## config.mk

```make
export PLATFORM = sky130hd
export DESIGN_NAME = midpoint_ellipse_rasterizer_flat
export DESIGN_NICKNAME = d
export VERILOG_FILES = /design/src/rtl/core/mer_pkg.sv /design/src/rtl/core/mer_if.sv /design/src/rtl/core/midpoint_ellipse_rasterizer.sv /design/src/rtl/core/mer_ctrl.sv /design/src/rtl/core/mer_dp.sv /design/src/flat_wrapper.sv
export SDC_FILE = /design/constraint.sdc
export NUM_CORES = 2
export LEC_CHECK = 0
export ABC_CLOCK_PERIOD_IN_PS = 17900
export BUFFER_PORTS_ARGS = -buffer_cell sky130_fd_sc_hd__buf_4
export CORE_MARGIN = 5
export CORE_UTILIZATION = 45
export CTS_BUF_LIST = sky130_fd_sc_hd__clkbuf_2 sky130_fd_sc_hd__clkbuf_4 sky130_fd_sc_hd__clkbuf_8
export DETAILED_ROUTE_END_ITERATION = 6
export SLEW_MARGIN = 20
export SYNTH_ARGS = -nofsm -noshare
export SYNTH_HDL_FRONTEND = slang
export SYNTH_SLANG_ARGS = --single-unit
```

## constraint.sdc

```tcl
create_clock -name clk -period 17.9 [get_ports clk]
set_clock_uncertainty 0.15 [all_clocks]
set_input_delay 3.58 -clock clk [delete_from_list [all_inputs] [get_ports clk]]
set_output_delay 3.58 -clock clk [all_outputs]
set_load 0.02 [all_outputs]
```

## src/rtl/core/mer_pkg.sv

```systemverilog
`timescale 1ns / 1ps
`default_nettype none

package mer_pkg;

  localparam int ORIGIN_W  = 10;
  localparam int CENTER_W  = 10;
  localparam int CFG_IDX_W = 1;

  localparam logic [ORIGIN_W-1:0]  ORIGIN_RST   = 10'd320;
  localparam logic [CFG_IDX_W-1:0] CFG_ORIGIN_X = 1'b0;
  localparam logic [CFG_IDX_W-1:0] CFG_ORIGIN_Y = 1'b1;

  localparam logic OP_START = 1'b0;
  localparam logic OP_STEP  = 1'b1;

  localparam logic [1:0] K_LAST = 2'd3;

  typedef enum logic [1:0] {
    EMIT_START,
    EMIT_STEP,
    EMIT_IDLE
  } emit_kind_t;

  typedef enum logic [2:0] {
    MUL_RX_RX,
    MUL_RY_RY,
    MUL_RX2_RY,
    MUL_RX2_RY2,
    MUL_A_A,
    MUL_B_B,
    MUL_RY2_T,
    MUL_RX2_T
  } mul_sel_t;

  typedef enum logic [2:0] {
    WB_NONE,
    WB_RX2,
    WB_RY2,
    WB_START_DEC,
    WB_DEC_INIT,
    WB_TMP,
    WB_DEC_ADD,
    WB_DEC_ADD4
  } wb_sel_t;

  typedef struct packed {
    logic       load;
    mul_sel_t   mul_sel;
    wb_sel_t    wb_sel;
    logic       iter_a;
    logic       iter_b;
    logic       region2;
    logic       out_load;
    emit_kind_t kind;
    logic [1:0] k;
    logic       last;
    logic       done;
  } mer_cmd_t;

  typedef struct packed {
    logic grad_lt;
    logic y_zero;
    logic ry_zero;
  } mer_status_t;

endpackage

`default_nettype wire

```

## src/rtl/core/mer_if.sv

```systemverilog
`timescale 1ns / 1ps
`default_nettype none

interface mer_in_if import mer_pkg::*; #(
  parameter int RADIUS_BITS = 9
) ();
  logic                       valid;
  logic                       ready;
  logic                       op;
  logic signed [CENTER_W-1:0] center_x;
  logic signed [CENTER_W-1:0] center_y;
  logic [RADIUS_BITS-1:0]     radius_x;
  logic [RADIUS_BITS-1:0]     radius_y;

  modport source (output valid, op, center_x, center_y, radius_x, radius_y, input ready);
  modport sink   (input valid, op, center_x, center_y, radius_x, radius_y, output ready);
endinterface

interface mer_out_if #(
  parameter int COORD_BITS = 12
) ();
  logic                         valid;
  logic                         ready;
  logic signed [COORD_BITS-1:0] pixel_x;
  logic signed [COORD_BITS-1:0] pixel_y;
  logic                         pixel_valid;
  logic                         last;
  logic                         done_res;

  modport source (output valid, pixel_x, pixel_y, pixel_valid, last, done_res, input ready);
  modport sink   (input valid, pixel_x, pixel_y, pixel_valid, last, done_res, output ready);
endinterface

interface mer_cfg_if import mer_pkg::*; ();
  logic                 valid;
  logic                 ready;
  logic [CFG_IDX_W-1:0] index;
  logic [ORIGIN_W-1:0]  data;

  modport source (output valid, index, data, input ready);
  modport sink   (input valid, index, data, output ready);
endinterface

`default_nettype wire

```

## src/rtl/core/midpoint_ellipse_rasterizer.sv

```systemverilog
`timescale 1ns / 1ps
`default_nettype none

// Midpoint ellipse rasterizer. An op=0 request loads the centre (mapped to the
// screen as origin_x+center_x, origin_y-center_y) and the two radii and returns
// the four axis pixels; each op=1 request advances one midpoint iteration and
// returns the four symmetric pixels, with done_res set on every result once y
// reaches zero. A step while no ellipse is active returns one empty result.
// A start goes from the accept state through the shared multiplier for the
// squares and start terms (S_M1 to S_M4) to its four results; a step goes
// through accept, the iteration states S_IT_A and S_IT_B and four results,
// and a step crossing into region two first forms the products of its new
// decision value on the same multiplier (S_R1 to S_R6). An empty step goes
// from accept straight to its one result. Results leave through an output
// register that a stalling sink holds. Configuration writes are taken every cycle.
module midpoint_ellipse_rasterizer import mer_pkg::*; #(
  parameter int RADIUS_BITS = 9,
  parameter int COORD_BITS  = 12
) (
  input  logic  clk,
  input  logic  rst_n,
  mer_in_if.sink    in_ch,
  mer_out_if.source out_ch,
  mer_cfg_if.sink   cfg_ch
);

  mer_cmd_t    cmd;
  mer_status_t status;
  logic        in_ready;
  logic        out_valid;

  assign cfg_ch.ready = 1'b1;
  assign in_ch.ready  = in_ready;
  assign out_ch.valid = out_valid;

  mer_ctrl u_ctrl (
    .clk       (clk),
    .rst_n     (rst_n),
    .in_valid  (in_ch.valid),
    .in_op     (in_ch.op),
    .in_ready  (in_ready),
    .out_ready (out_ch.ready),
    .out_valid (out_valid),
    .status    (status),
    .cmd       (cmd)
  );

  mer_dp #(
    .RADIUS_BITS (RADIUS_BITS),
    .COORD_BITS  (COORD_BITS)
  ) u_dp (
    .clk             (clk),
    .rst_n           (rst_n),
    .cfg_we          (cfg_ch.valid),
    .cfg_index       (cfg_ch.index),
    .cfg_data        (cfg_ch.data),
    .in_center_x     (in_ch.center_x),
    .in_center_y     (in_ch.center_y),
    .in_radius_x     (in_ch.radius_x),
    .in_radius_y     (in_ch.radius_y),
    .cmd             (cmd),
    .status          (status),
    .out_pixel_x     (out_ch.pixel_x),
    .out_pixel_y     (out_ch.pixel_y),
    .out_pixel_valid (out_ch.pixel_valid),
    .out_last        (out_ch.last),
    .out_done_res    (out_ch.done_res)
  );

  // a request is worked on alone: no second accept right after one
  a_busy_after_accept: assert property (@(posedge clk) disable iff (!rst_n)
    in_ch.valid && in_ch.ready |=> !in_ch.ready)
    else $error("request accepted while the previous one was still in work");

  // the output register is never overwritten while a result waits
  a_no_overwrite: assert property (@(posedge clk) disable iff (!rst_n)
    cmd.out_load |-> (!out_ch.valid || out_ch.ready))
    else $error("pending result overwritten");

  // an empty result is always a lone, finished one
  a_empty_result: assert property (@(posedge clk) disable iff (!rst_n)
    out_ch.valid && !out_ch.pixel_valid |-> out_ch.last && out_ch.done_res)
    else $error("empty result without last and done");

endmodule

`default_nettype wire

```

## src/rtl/core/mer_ctrl.sv

```systemverilog
`timescale 1ns / 1ps
`default_nettype none

module mer_ctrl import mer_pkg::*; (
  input  logic        clk,
  input  logic        rst_n,
  input  logic        in_valid,
  input  logic        in_op,
  output logic        in_ready,
  input  logic        out_ready,
  output logic        out_valid,
  input  mer_status_t status,
  output mer_cmd_t    cmd
);

  typedef enum logic [13:0] {
    S_IDLE = 14'b00000000000001,
    S_M1   = 14'b00000000000010,
    S_M2   = 14'b00000000000100,
    S_M3   = 14'b00000000001000,
    S_M4   = 14'b00000000010000,
    S_R1   = 14'b00000000100000,
    S_R2   = 14'b00000001000000,
    S_R3   = 14'b00000010000000,
    S_R4   = 14'b00000100000000,
    S_R5   = 14'b00001000000000,
    S_R6   = 14'b00010000000000,
    S_IT_A = 14'b00100000000000,
    S_IT_B = 14'b01000000000000,
    S_EMIT = 14'b10000000000000
  } state_t;

  state_t     state_r, state_nxt;
  logic       out_valid_r, out_valid_nxt;
  logic [1:0] k_r, k_nxt;
  emit_kind_t kind_r, kind_nxt;
  logic       done_r, done_nxt;
  logic       active_r, active_nxt;
  logic       region_r, region_nxt;
  logic       accept;
  logic       can_load;
  logic       emit_last;

  assign in_ready  = (state_r == S_IDLE);
  assign accept    = in_valid && in_ready;
  assign can_load  = !out_valid_r || out_ready;
  assign emit_last = (kind_r == EMIT_IDLE) || (k_r == K_LAST);
  assign out_valid = out_valid_r;

  always_comb begin
    state_nxt  = state_r;
    k_nxt      = k_r;
    kind_nxt   = kind_r;
    done_nxt   = done_r;
    active_nxt = active_r;
    region_nxt = region_r;
    cmd         = '0;
    cmd.mul_sel = MUL_RX_RX;
    cmd.wb_sel  = WB_NONE;
    cmd.region2 = region_r;
    cmd.kind    = kind_r;
    cmd.k       = k_r;
    cmd.last    = emit_last;
    cmd.done    = done_r;
    case (state_r)
      S_IDLE: begin
        if (accept) begin
          k_nxt = '0;
          if (in_op == OP_START) begin
            cmd.load  = 1'b1;
            state_nxt = S_M1;
          end else if (!active_r) begin
            kind_nxt  = EMIT_IDLE;
            done_nxt  = 1'b1;
            state_nxt = S_EMIT;
          end else if (!region_r && !status.grad_lt) begin
            state_nxt = S_R1;
          end else begin
            state_nxt = S_IT_A;
          end
        end
      end
      S_M1: begin
        cmd.mul_sel = MUL_RX_RX;
        state_nxt   = S_M2;
      end
      S_M2: begin
        cmd.mul_sel = MUL_RY_RY;
        cmd.wb_sel  = WB_RX2;
        state_nxt   = S_M3;
      end
      S_M3: begin
        cmd.mul_sel = MUL_RX2_RY;
        cmd.wb_sel  = WB_RY2;
        state_nxt   = S_M4;
      end
      S_M4: begin
        cmd.wb_sel = WB_START_DEC;
        done_nxt   = status.ry_zero;
        active_nxt = !status.ry_zero;
        region_nxt = 1'b0;
        kind_nxt   = EMIT_START;
        state_nxt  = S_EMIT;
      end
      // entry to region two: decision = ry2*a^2 + 4*rx2*b^2 - 4*rx2*ry2
      S_R1: begin
        cmd.mul_sel = MUL_RX2_RY2;
        state_nxt   = S_R2;
      end
      S_R2: begin
        cmd.mul_sel = MUL_A_A;
        cmd.wb_sel  = WB_DEC_INIT;
        state_nxt   = S_R3;
      end
      S_R3: begin
        cmd.mul_sel = MUL_B_B;
        cmd.wb_sel  = WB_TMP;
        state_nxt   = S_R4;
      end
      S_R4: begin
        // product uses a^2 while b^2 replaces it in the temp
        cmd.mul_sel = MUL_RY2_T;
        cmd.wb_sel  = WB_TMP;
        state_nxt   = S_R5;
      end
      S_R5: begin
        cmd.mul_sel = MUL_RX2_T;
        cmd.wb_sel  = WB_DEC_ADD;
        state_nxt   = S_R6;
      end
      S_R6: begin
        cmd.wb_sel = WB_DEC_ADD4;
        region_nxt = 1'b1;
        state_nxt  = S_IT_A;
      end
      S_IT_A: begin
        cmd.iter_a = 1'b1;
        state_nxt  = S_IT_B;
      end
      S_IT_B: begin
        cmd.iter_b = 1'b1;
        done_nxt   = status.y_zero;
        active_nxt = !status.y_zero;
        kind_nxt   = EMIT_STEP;
        state_nxt  = S_EMIT;
      end
      S_EMIT: begin
        if (can_load) begin
          cmd.out_load = 1'b1;
          if (emit_last) begin
            state_nxt = S_IDLE;
          end else begin
            k_nxt = k_r + 2'd1;
          end
        end
      end
      default: begin
        state_nxt = S_IDLE;
      end
    endcase
  end

  always_comb begin
    if (cmd.out_load) begin
      out_valid_nxt = 1'b1;
    end else if (out_ready) begin
      out_valid_nxt = 1'b0;
    end else begin
      out_valid_nxt = out_valid_r;
    end
  end

  always_ff @(posedge clk) begin
    if (!rst_n) begin
      state_r     <= S_IDLE;
      out_valid_r <= 1'b0;
      k_r         <= '0;
      kind_r      <= EMIT_IDLE;
      done_r      <= 1'b0;
      active_r    <= 1'b0;
      region_r    <= 1'b0;
    end else begin
      state_r     <= state_nxt;
      out_valid_r <= out_valid_nxt;
      k_r         <= k_nxt;
      kind_r      <= kind_nxt;
      done_r      <= done_nxt;
      active_r    <= active_nxt;
      region_r    <= region_nxt;
    end
  end

endmodule

`default_nettype wire

```

## src/rtl/core/mer_dp.sv

```systemverilog
`timescale 1ns / 1ps
`default_nettype none

module mer_dp import mer_pkg::*; #(
  parameter int RADIUS_BITS = 9,
  parameter int COORD_BITS  = 12
) (
  input  logic                         clk,
  input  logic                         rst_n,
  input  logic                         cfg_we,
  input  logic [CFG_IDX_W-1:0]         cfg_index,
  input  logic [ORIGIN_W-1:0]          cfg_data,
  input  logic signed [CENTER_W-1:0]   in_center_x,
  input  logic signed [CENTER_W-1:0]   in_center_y,
  input  logic [RADIUS_BITS-1:0]       in_radius_x,
  input  logic [RADIUS_BITS-1:0]       in_radius_y,
  input  mer_cmd_t                     cmd,
  output mer_status_t                  status,
  output logic signed [COORD_BITS-1:0] out_pixel_x,
  output logic signed [COORD_BITS-1:0] out_pixel_y,
  output logic                         out_pixel_valid,
  output logic                         out_last,
  output logic                         out_done_res
);

  localparam int R  = RADIUS_BITS;
  localparam int CW = COORD_BITS;
  localparam int XW = R + 2;       // point offsets
  localparam int MW = 2 * R + 6;   // multiplier operand
  localparam int PW = 2 * MW;
  localparam int GW = 3 * R + 4;   // gradients, signed
  localparam int DW = 4 * R + 6;   // decision, signed

  logic [ORIGIN_W-1:0]  org_x_r, org_y_r;
  logic [CW-1:0]        scx_r, scy_r;
  logic [R-1:0]         rx_r, ry_r;
  logic [XW-1:0]        x_r, x_nxt, y_r, y_nxt;
  logic [2*R-1:0]       rx2_r, rx2_nxt, ry2_r, ry2_nxt;
  logic signed [GW-1:0] gx_r, gx_nxt, gy_r, gy_nxt;
  logic signed [DW-1:0] dec_r, dec_nxt;
  logic [MW-1:0]        tmp_r, tmp_nxt;
  logic [PW-1:0]        prod_r;
  logic [MW-1:0]        mul_a, mul_b;

  logic [CW-1:0]        px_r, py_r;
  logic                 pv_r, last_r, done_r;

  logic [CW+ORIGIN_W-1:0] orgx_w, orgy_w;
  logic [CW+CENTER_W-1:0] cx_w, cy_w;
  logic [XW-1:0]          b_val;
  logic [MW-1:0]          rx_m, ry_m, rx2_m, ry2_m, aa_m, bb_m;
  logic signed [DW-1:0]   rx2_d, ry2_d, gx_d, gy_d, prod_s, prod_x4, delta;
  logic signed [GW-1:0]   rx2_g2, ry2_g2;
  logic                   dec_neg, dec_pos, move_x, move_y;
  logic [XW+CW-1:0]       x_w, y_w;
  logic [R+CW-1:0]        rx_w;
  logic [CW-1:0]          x_c, y_c, rx_c, dx, dy;

  // screen centre, wrapped to the coordinate width
  assign orgx_w = {{CW{1'b0}}, org_x_r};
  assign orgy_w = {{CW{1'b0}}, org_y_r};
  assign cx_w   = {{CW{in_center_x[CENTER_W-1]}}, in_center_x};
  assign cy_w   = {{CW{in_center_y[CENTER_W-1]}}, in_center_y};

  assign b_val = y_r - 1'b1;
  assign rx_m  = {{(MW-R){1'b0}}, rx_r};
  assign ry_m  = {{(MW-R){1'b0}}, ry_r};
  assign rx2_m = {{(MW-2*R){1'b0}}, rx2_r};
  assign ry2_m = {{(MW-2*R){1'b0}}, ry2_r};
  assign aa_m  = {{(MW-XW-1){1'b0}}, x_r, 1'b1};
  assign bb_m  = {{(MW-XW){1'b0}}, b_val};

  always_comb begin
    case (cmd.mul_sel)
      MUL_RX_RX: begin
        mul_a = rx_m;
        mul_b = rx_m;
      end
      MUL_RY_RY: begin
        mul_a = ry_m;
        mul_b = ry_m;
      end
      MUL_RX2_RY: begin
        mul_a = rx2_m;
        mul_b = ry_m;
      end
      MUL_RX2_RY2: begin
        mul_a = rx2_m;
        mul_b = ry2_m;
      end
      MUL_A_A: begin
        mul_a = aa_m;
        mul_b = aa_m;
      end
      MUL_B_B: begin
        mul_a = bb_m;
        mul_b = bb_m;
      end
      MUL_RY2_T: begin
        mul_a = ry2_m;
        mul_b = tmp_r;
      end
      MUL_RX2_T: begin
        mul_a = rx2_m;
        mul_b = tmp_r;
      end
      default: begin
        mul_a = '0;
        mul_b = '0;
      end
    endcase
  end

  assign rx2_d   = {{(DW-2*R){1'b0}}, rx2_r};
  assign ry2_d   = {{(DW-2*R){1'b0}}, ry2_r};
  assign gx_d    = {{(DW-GW){gx_r[GW-1]}}, gx_r};
  assign gy_d    = {{(DW-GW){gy_r[GW-1]}}, gy_r};
  assign prod_s  = $signed(prod_r[DW-1:0]);
  assign prod_x4 = $signed({prod_r[DW-3:0], 2'b00});
  assign rx2_g2  = $signed({{(GW-2*R-1){1'b0}}, rx2_r, 1'b0});
  assign ry2_g2  = $signed({{(GW-2*R-1){1'b0}}, ry2_r, 1'b0});

  assign dec_neg = dec_r[DW-1];
  assign dec_pos = !dec_neg && (dec_r != '0);
  assign move_x  = !cmd.region2 || !dec_pos;
  assign move_y  = cmd.region2 || !dec_neg;

  // decision update uses the gradients already stepped in the previous cycle
  always_comb begin
    if (!cmd.region2) begin
      delta = gx_d + ry2_d - (dec_neg ? '0 : gy_d);
    end else begin
      delta = rx2_d - gy_d + (dec_pos ? '0 : gx_d);
    end
  end

  always_comb begin
    x_nxt   = x_r;
    y_nxt   = y_r;
    gx_nxt  = gx_r;
    gy_nxt  = gy_r;
    dec_nxt = dec_r;
    rx2_nxt = rx2_r;
    ry2_nxt = ry2_r;
    tmp_nxt = tmp_r;
    if (cmd.load) begin
      x_nxt  = '0;
      y_nxt  = {{(XW-R){1'b0}}, in_radius_y};
      gx_nxt = '0;
    end
    if (cmd.iter_a) begin
      if (move_x) begin
        x_nxt  = x_r + 1'b1;
        gx_nxt = gx_r + ry2_g2;
      end
      if (move_y) begin
        y_nxt  = y_r - 1'b1;
        gy_nxt = gy_r - rx2_g2;
      end
    end
    if (cmd.iter_b) begin
      dec_nxt = dec_r + $signed({delta[DW-3:0], 2'b00});
    end
    case (cmd.wb_sel)
      WB_NONE: begin
      end
      WB_RX2: rx2_nxt = prod_r[2*R-1:0];
      WB_RY2: ry2_nxt = prod_r[2*R-1:0];
      WB_START_DEC: begin
        gy_nxt  = $signed({prod_r[GW-2:0], 1'b0});
        dec_nxt = $signed({ry2_d[DW-3:0], 2'b00}) - prod_x4 + rx2_d;
      end
      WB_DEC_INIT: dec_nxt = -prod_x4;
      WB_TMP:      tmp_nxt = prod_r[MW-1:0];
      WB_DEC_ADD:  dec_nxt = dec_r + prod_s;
      WB_DEC_ADD4: dec_nxt = dec_r + prod_x4;
      default: begin
      end
    endcase
  end

  assign x_w  = {{CW{1'b0}}, x_r};
  assign y_w  = {{CW{1'b0}}, y_r};
  assign rx_w = {{CW{1'b0}}, rx_r};
  assign x_c  = x_w[CW-1:0];
  assign y_c  = y_w[CW-1:0];
  assign rx_c = rx_w[CW-1:0];

  always_comb begin
    case (cmd.kind)
      EMIT_START: begin
        case (cmd.k)
          2'd0: begin
            dx = '0;
            dy = y_c;
          end
          2'd1: begin
            dx = '0;
            dy = -y_c;
          end
          2'd2: begin
            dx = rx_c;
            dy = '0;
          end
          default: begin
            dx = -rx_c;
            dy = '0;
          end
        endcase
      end
      EMIT_STEP: begin
        dx = cmd.k[1] ? -x_c : x_c;
        dy = cmd.k[0] ? -y_c : y_c;
      end
      default: begin
        dx = '0;
        dy = '0;
      end
    endcase
  end

  always_ff @(posedge clk) begin
    if (!rst_n) begin
      org_x_r <= ORIGIN_RST;
      org_y_r <= ORIGIN_RST;
    end else if (cfg_we) begin
      if (cfg_index == CFG_ORIGIN_X) begin
        org_x_r <= cfg_data;
      end
      if (cfg_index == CFG_ORIGIN_Y) begin
        org_y_r <= cfg_data;
      end
    end
  end

  always_ff @(posedge clk) begin
    if (cmd.load) begin
      scx_r <= orgx_w[CW-1:0] + cx_w[CW-1:0];
      scy_r <= orgy_w[CW-1:0] - cy_w[CW-1:0];
      rx_r  <= in_radius_x;
      ry_r  <= in_radius_y;
    end
    x_r    <= x_nxt;
    y_r    <= y_nxt;
    gx_r   <= gx_nxt;
    gy_r   <= gy_nxt;
    dec_r  <= dec_nxt;
    rx2_r  <= rx2_nxt;
    ry2_r  <= ry2_nxt;
    tmp_r  <= tmp_nxt;
    prod_r <= mul_a * mul_b;
    if (cmd.out_load) begin
      if (cmd.kind == EMIT_IDLE) begin
        px_r <= '0;
        py_r <= '0;
      end else begin
        px_r <= scx_r + dx;
        py_r <= scy_r + dy;
      end
      pv_r   <= (cmd.kind != EMIT_IDLE);
      last_r <= cmd.last;
      done_r <= cmd.done;
    end
  end

  assign status.grad_lt = (gx_r < gy_r);
  assign status.y_zero  = (y_r == '0);
  assign status.ry_zero = (ry_r == '0);

  assign out_pixel_x     = $signed(px_r);
  assign out_pixel_y     = $signed(py_r);
  assign out_pixel_valid = pv_r;
  assign out_last        = last_r;
  assign out_done_res    = done_r;

endmodule

`default_nettype wire
```

## src/flat_wrapper.sv

```systemverilog
// flat-port wrapper written by rule: the top's interface ports become plain ports
module midpoint_ellipse_rasterizer_flat import mer_pkg::*;
#(
  parameter int RADIUS_BITS = 9,
  parameter int COORD_BITS  = 12
)
  (clk, rst_n, in_ch_valid, in_ch_op, in_ch_center_x, in_ch_center_y, in_ch_radius_x, in_ch_radius_y, in_ch_ready, out_ch_valid, out_ch_pixel_x, out_ch_pixel_y, out_ch_pixel_valid, out_ch_last, out_ch_done_res, out_ch_ready, cfg_ch_valid, cfg_ch_index, cfg_ch_data, cfg_ch_ready);
  mer_in_if #(.RADIUS_BITS(RADIUS_BITS)) in_ch_i ();
  mer_out_if #(.COORD_BITS(COORD_BITS)) out_ch_i ();
  mer_cfg_if cfg_ch_i ();
  input  logic clk;
  input  logic rst_n;
  input wire logic [$bits(in_ch_i.valid)-1:0] in_ch_valid;
  input wire logic [$bits(in_ch_i.op)-1:0] in_ch_op;
  input wire logic [$bits(in_ch_i.center_x)-1:0] in_ch_center_x;
  input wire logic [$bits(in_ch_i.center_y)-1:0] in_ch_center_y;
  input wire logic [$bits(in_ch_i.radius_x)-1:0] in_ch_radius_x;
  input wire logic [$bits(in_ch_i.radius_y)-1:0] in_ch_radius_y;
  output wire logic [$bits(in_ch_i.ready)-1:0] in_ch_ready;
  output wire logic [$bits(out_ch_i.valid)-1:0] out_ch_valid;
  output wire logic [$bits(out_ch_i.pixel_x)-1:0] out_ch_pixel_x;
  output wire logic [$bits(out_ch_i.pixel_y)-1:0] out_ch_pixel_y;
  output wire logic [$bits(out_ch_i.pixel_valid)-1:0] out_ch_pixel_valid;
  output wire logic [$bits(out_ch_i.last)-1:0] out_ch_last;
  output wire logic [$bits(out_ch_i.done_res)-1:0] out_ch_done_res;
  input wire logic [$bits(out_ch_i.ready)-1:0] out_ch_ready;
  input wire logic [$bits(cfg_ch_i.valid)-1:0] cfg_ch_valid;
  input wire logic [$bits(cfg_ch_i.index)-1:0] cfg_ch_index;
  input wire logic [$bits(cfg_ch_i.data)-1:0] cfg_ch_data;
  output wire logic [$bits(cfg_ch_i.ready)-1:0] cfg_ch_ready;
  assign in_ch_i.valid = in_ch_valid;
  assign in_ch_i.op = in_ch_op;
  assign in_ch_i.center_x = in_ch_center_x;
  assign in_ch_i.center_y = in_ch_center_y;
  assign in_ch_i.radius_x = in_ch_radius_x;
  assign in_ch_i.radius_y = in_ch_radius_y;
  assign in_ch_ready = in_ch_i.ready;
  assign out_ch_valid = out_ch_i.valid;
  assign out_ch_pixel_x = out_ch_i.pixel_x;
  assign out_ch_pixel_y = out_ch_i.pixel_y;
  assign out_ch_pixel_valid = out_ch_i.pixel_valid;
  assign out_ch_last = out_ch_i.last;
  assign out_ch_done_res = out_ch_i.done_res;
  assign out_ch_i.ready = out_ch_ready;
  assign cfg_ch_i.valid = cfg_ch_valid;
  assign cfg_ch_i.index = cfg_ch_index;
  assign cfg_ch_i.data = cfg_ch_data;
  assign cfg_ch_ready = cfg_ch_i.ready;
  midpoint_ellipse_rasterizer #(.RADIUS_BITS(RADIUS_BITS), .COORD_BITS(COORD_BITS)) u_core (.clk(clk), .rst_n(rst_n), .in_ch(in_ch_i), .out_ch(out_ch_i), .cfg_ch(cfg_ch_i));
endmodule
```

==> metrics.md <==
| Metric | Value |
|---|---|
| RSZ-0062 raised after global routing | no |
| GR Util met3 | 0.06149 |
| Worst hold endpoint | u_core.u_dp.org_x_r[5] |
| Clk_lat worst skew | 0.70 ns |
| WL per Instance | 22.92 um |
| WHS | 0.3082 ns |
| Max Slew Vio Count | 0 |
| Initial DRC Count | 3800 |
| Share of the synthesized area in the top cell type | 0.1692 |
| Post-synth EDFFs | 202 |
| Critical Path Slowest Stage Cell | o21a_2 |
| CTS tree | done |
| Worst Setup Start Kind | flip-flop |
| # nets final | 6359 |
| Drt drc | 4 |
| Largest net degree at the start of global routing | 51 |
| Syn_nets | 6295 |
| Starting Density | 0.4538 |
| Top-Level Pins | 85 |
| PortBufs | 83 |
| Hold crit path type | flip-flop to flip-flop |
| Final Setup Violations | 0 |
| Pwr Density | approximately 60 mW/mm^2 |
| R2r endpoint | u_core.u_dp.prod_r[39] |
| Reg2reg setup slack | 6.52 ns |
| Crit Path Category | flip-flop to flip-flop |
| Post-CTS Setup Inserts | 0 |
| Routed Antenna Nets | 0 |
| Post-synthesis sequential area ratio | 0.1965 |
| Met2 Resource Use GR | 0.4687 |
| CP most frequent cell | fa_1 |
| Setup TNS | 0 ns |
| Critical path's largest stage delay | 0.80 ns |
| Period utilisation layout | 0.6359 |
| DP Area | 0.04693 sq mm |
| Synth unique cells | 98 |
| First-pass GRT wire length | between 200 and 250 mm |
| Vias | a little under 40000 |
| Final WL | 155.5 mm |
| Design Area, Final | 0.04839 sq mm |
| Switch share | 0.3967 |
| CTS Buf Count | between 60 and 70 |
| Post-cts resize count | 0 |
| Reported net switching power | approximately 0.0011 W |
| Synth async-reset ratio | 0 |
| Minimum clock period | 11.38 ns |
| Clock slew at reported path FFs | 0.07 ns |
| Global route hottest layer | met2 |
| Share of power burned in registers | 0.332 |
| Ys Warns | 0 |
| Failing checks | design-rule violations |
| Post-cts hold buffer count | 0 |
| Worst Max-Slew Pin Slew | 1.126 ns |
| Routability Congestion | 0.9933 |
| Die width | approximately 330 um |
| Yosys top cell by area | fa_1 |
| DIE AREA | between 0.1 and 0.15 sq mm |
| Clock share of power | 0.305 |
| R2R cell count | 31 |
| Internal | ~0.0017 W |
| Worst-path fanout max | 39 |
| Register bit count reported by yosys | roughly 340 |
| Commonest non-fill, non-tap cell in the layout | inv_1 |
| Required @ worst endpoint | between 15 and 20 ns |
| Endpoints failing hold | 0 |
| Worst hold start | u_core.u_dp.org_x_r[5] |
| Post-Syn Area per Cell | 8.320 sq um |
| Rows | about 120 |
| Logic pwr share | 0.363 |
| Core area | 0.09856 sq mm |
| Max cap viols | 0 |
| Htree depth | 3 |
| Height of the die | 325.3 um |
| Hold depth | 2 |
| CP Data Arrival Time | 11.84 ns |
| Fmax | 0.08785 GHz |
| Clock tree buffer depth | 3 |
| Vias in the first global route | 38800 |
| P_leak | approximately 23 nW |
| Mapped Cells | 5376 |
| CP Capture Type | flip-flop |
| Grt met1 use | 0.3779 |
| GR Util All Layers | 0.2870 |
| Share of layout cells above drive strength 1 | 0.06589 |
| Clk sinks | around 340 |
| Rel. slew slack | 0.2492 |
| GRT overflow | 0 |
| Synthesized area | 0.04473 sq mm |
| Initial antenna violation count | 5 |
| Hpwl dp | 123.8 mm |
| Worst r2r src | u_core.u_ctrl.state_r[0] |
| Worst vdd rail ir drop | 100.7 uV |
| Outcome | finished with violations |
| CTS root buf | clkbuf_8 |
| P&R area growth vs syn | 8.191% |
| Most frequent cells in the layout | 708 x inv_1, 574 x nand2_1, 504 x nor2_1, 486 x ha_1, 378 x fa_1 |
| Ys flop type | edfxtp_1 |
| Synth top area cells | fa_1 17%, ha_1 14%, edfxtp_1 14%, dfxtp_1 6.1%, inv_1 5.9% |
| DR vias/cell | 5.821 |
| 1st-pass router iterations | 7 |
==> power by group through the flow <==
stage	sequential, W	combinational (W)	clock [W]
3_3_place_gp	0.000958	0.00101	0
6_report	0.000946	0.00104	0.000871
5_1_grt	0.000947	0.00114	0.000923
4_1_cts	0.000943	0.00102	0.000890
3_5_place_dp	0.000958	0.00101	0
2_1_floorplan	0.000933	0.000673	0
==> area by class of cell <==
type | count | area (sq um)
timing repair buffer | 167 | 1254
inverter | 711 | 2669
sequential | 338 | 8790
clock inverter | 27 | 246.5
fill | 9625 | 50170
multi-input combinational | 4155 | 32630
tap | 1287 | 1610
antenna | 3 | 7.507
clock buffer | 96 | 1190
==> synthesized netlist by cell type, types with 32 or more instances <==
library cell,count
ha_1,486
nand4_1,34
nor2_1,506
inv_1,708
nor2b_1,49
nand3_1,94
clkbuf_1,129
nand2_1,574
fa_1,378
nor3_1,102
or3_1,35
edfxtp_1,202
and3_1,41
dfxtp_1,136
xor2_1,128
o21bai_1,32
a21oi_1,363
and2_1,74
xnor2_1,212
o21ai_0,259
o21a_1,36
a21o_1,139
nand2b_1,90
==> sequential cells by signal, indices dropped and copies added (netlist names), 10 cells and up <==
| name | cells |
|---|---|
| u_core.u_dp.gy_r | 30 |
| u_core.u_dp.rx2_r | 18 |
| u_core.u_dp.out_pixel_y | 12 |
| u_core.u_dp.out_pixel_x | 12 |
| u_core.u_dp.prod_r | 42 |
| u_core.u_dp.gx_r | 31 |
| u_core.u_dp.dec_r | 42 |
| u_core.u_dp.ry2_r | 18 |
| u_core.u_ctrl.state_r | 14 |
| u_core.u_dp.org_x_r | 10 |
| u_core.u_dp.org_y_r | 10 |
| u_core.u_dp.x_r | 11 |
| u_core.u_dp.y_r | 11 |
| u_core.u_dp.scx_r | 12 |
| u_core.u_dp.scy_r | 12 |
| u_core.u_dp.tmp_r | 24 |
==> layer usage <==
| layer | up-vias | wire, um |
|---|---|---|
| li1 | 18448 | - |
| met1 | 19058 | 65250 |
| met2 | 1626 | 70390 |
| met3 | 355 | 13210 |
| met4 | 4 | 6591 |
| met5 | - | 23 |
==> per-stage QoR <==
stage | utilization | power (W) | setup WS (ns) | cells
final | 0.4910 | 0.002852 | 6.517 | 6784
after global routing | 0.4909 | 0.003015 | 5.922 | 6782
after CTS | 0.4907 | 0.002857 | 6.675 | 6780
after detailed placement | 0.4761 | 0.001972 | 6.731 | 6657
after global placement | 0.4761 | 0.001969 | 6.903 | 6656
after floorplan | - | 0.001607 | 8.242 | 5376
==> how the worst max path moves through the flow <==
stage                        startpoint                endpoint  cells past startpoint
4_1_cts        u_core.u_ctrl.state_r[0]  u_core.u_dp.prod_r[40]                     33
5_1_grt        u_core.u_ctrl.state_r[0]  u_core.u_dp.prod_r[40]                     33
6_report       u_core.u_ctrl.state_r[0]  u_core.u_dp.prod_r[39]                     31
3_5_place_dp   u_core.u_ctrl.state_r[0]  u_core.u_dp.prod_r[40]                     33
2_1_floorplan  u_core.u_ctrl.state_r[8]  u_core.u_dp.prod_r[40]                     34
3_3_place_gp   u_core.u_ctrl.state_r[0]  u_core.u_dp.prod_r[41]                     31
==> worst max-delay path: cells and delay by family, from the launching register on <==
kind,cells,cell delay [ns]
adder cells (fa/ha/maj),8,3.48
AO/OA/AOI/OAI,8,3.15
flip-flops,1,0.33
AND/OR/NAND/NOR,10,3.51
XOR/XNOR,1,0.17
buffers and inverters,4,0.48
==> kinds of logic (layout without fill, tap and decap cells) <==
kind of cell             after synthesis  in the layout  share of synthesized area
flip-flops                           338            338                     0.1965
XOR/XNOR                             340            340                    0.06658
AO/OA/AOI/OAI                       1224           1224                     0.1755
multiplexers                          26             26                   0.005874
adder cells (fa/ha/maj)              864            864                     0.3051
AND/OR/NAND/NOR                     1700           1700                     0.1748
buffers and inverters                883           1001                    0.07555
other                                  1              4                 0.00008384
(Power assumes the default switching activity.)
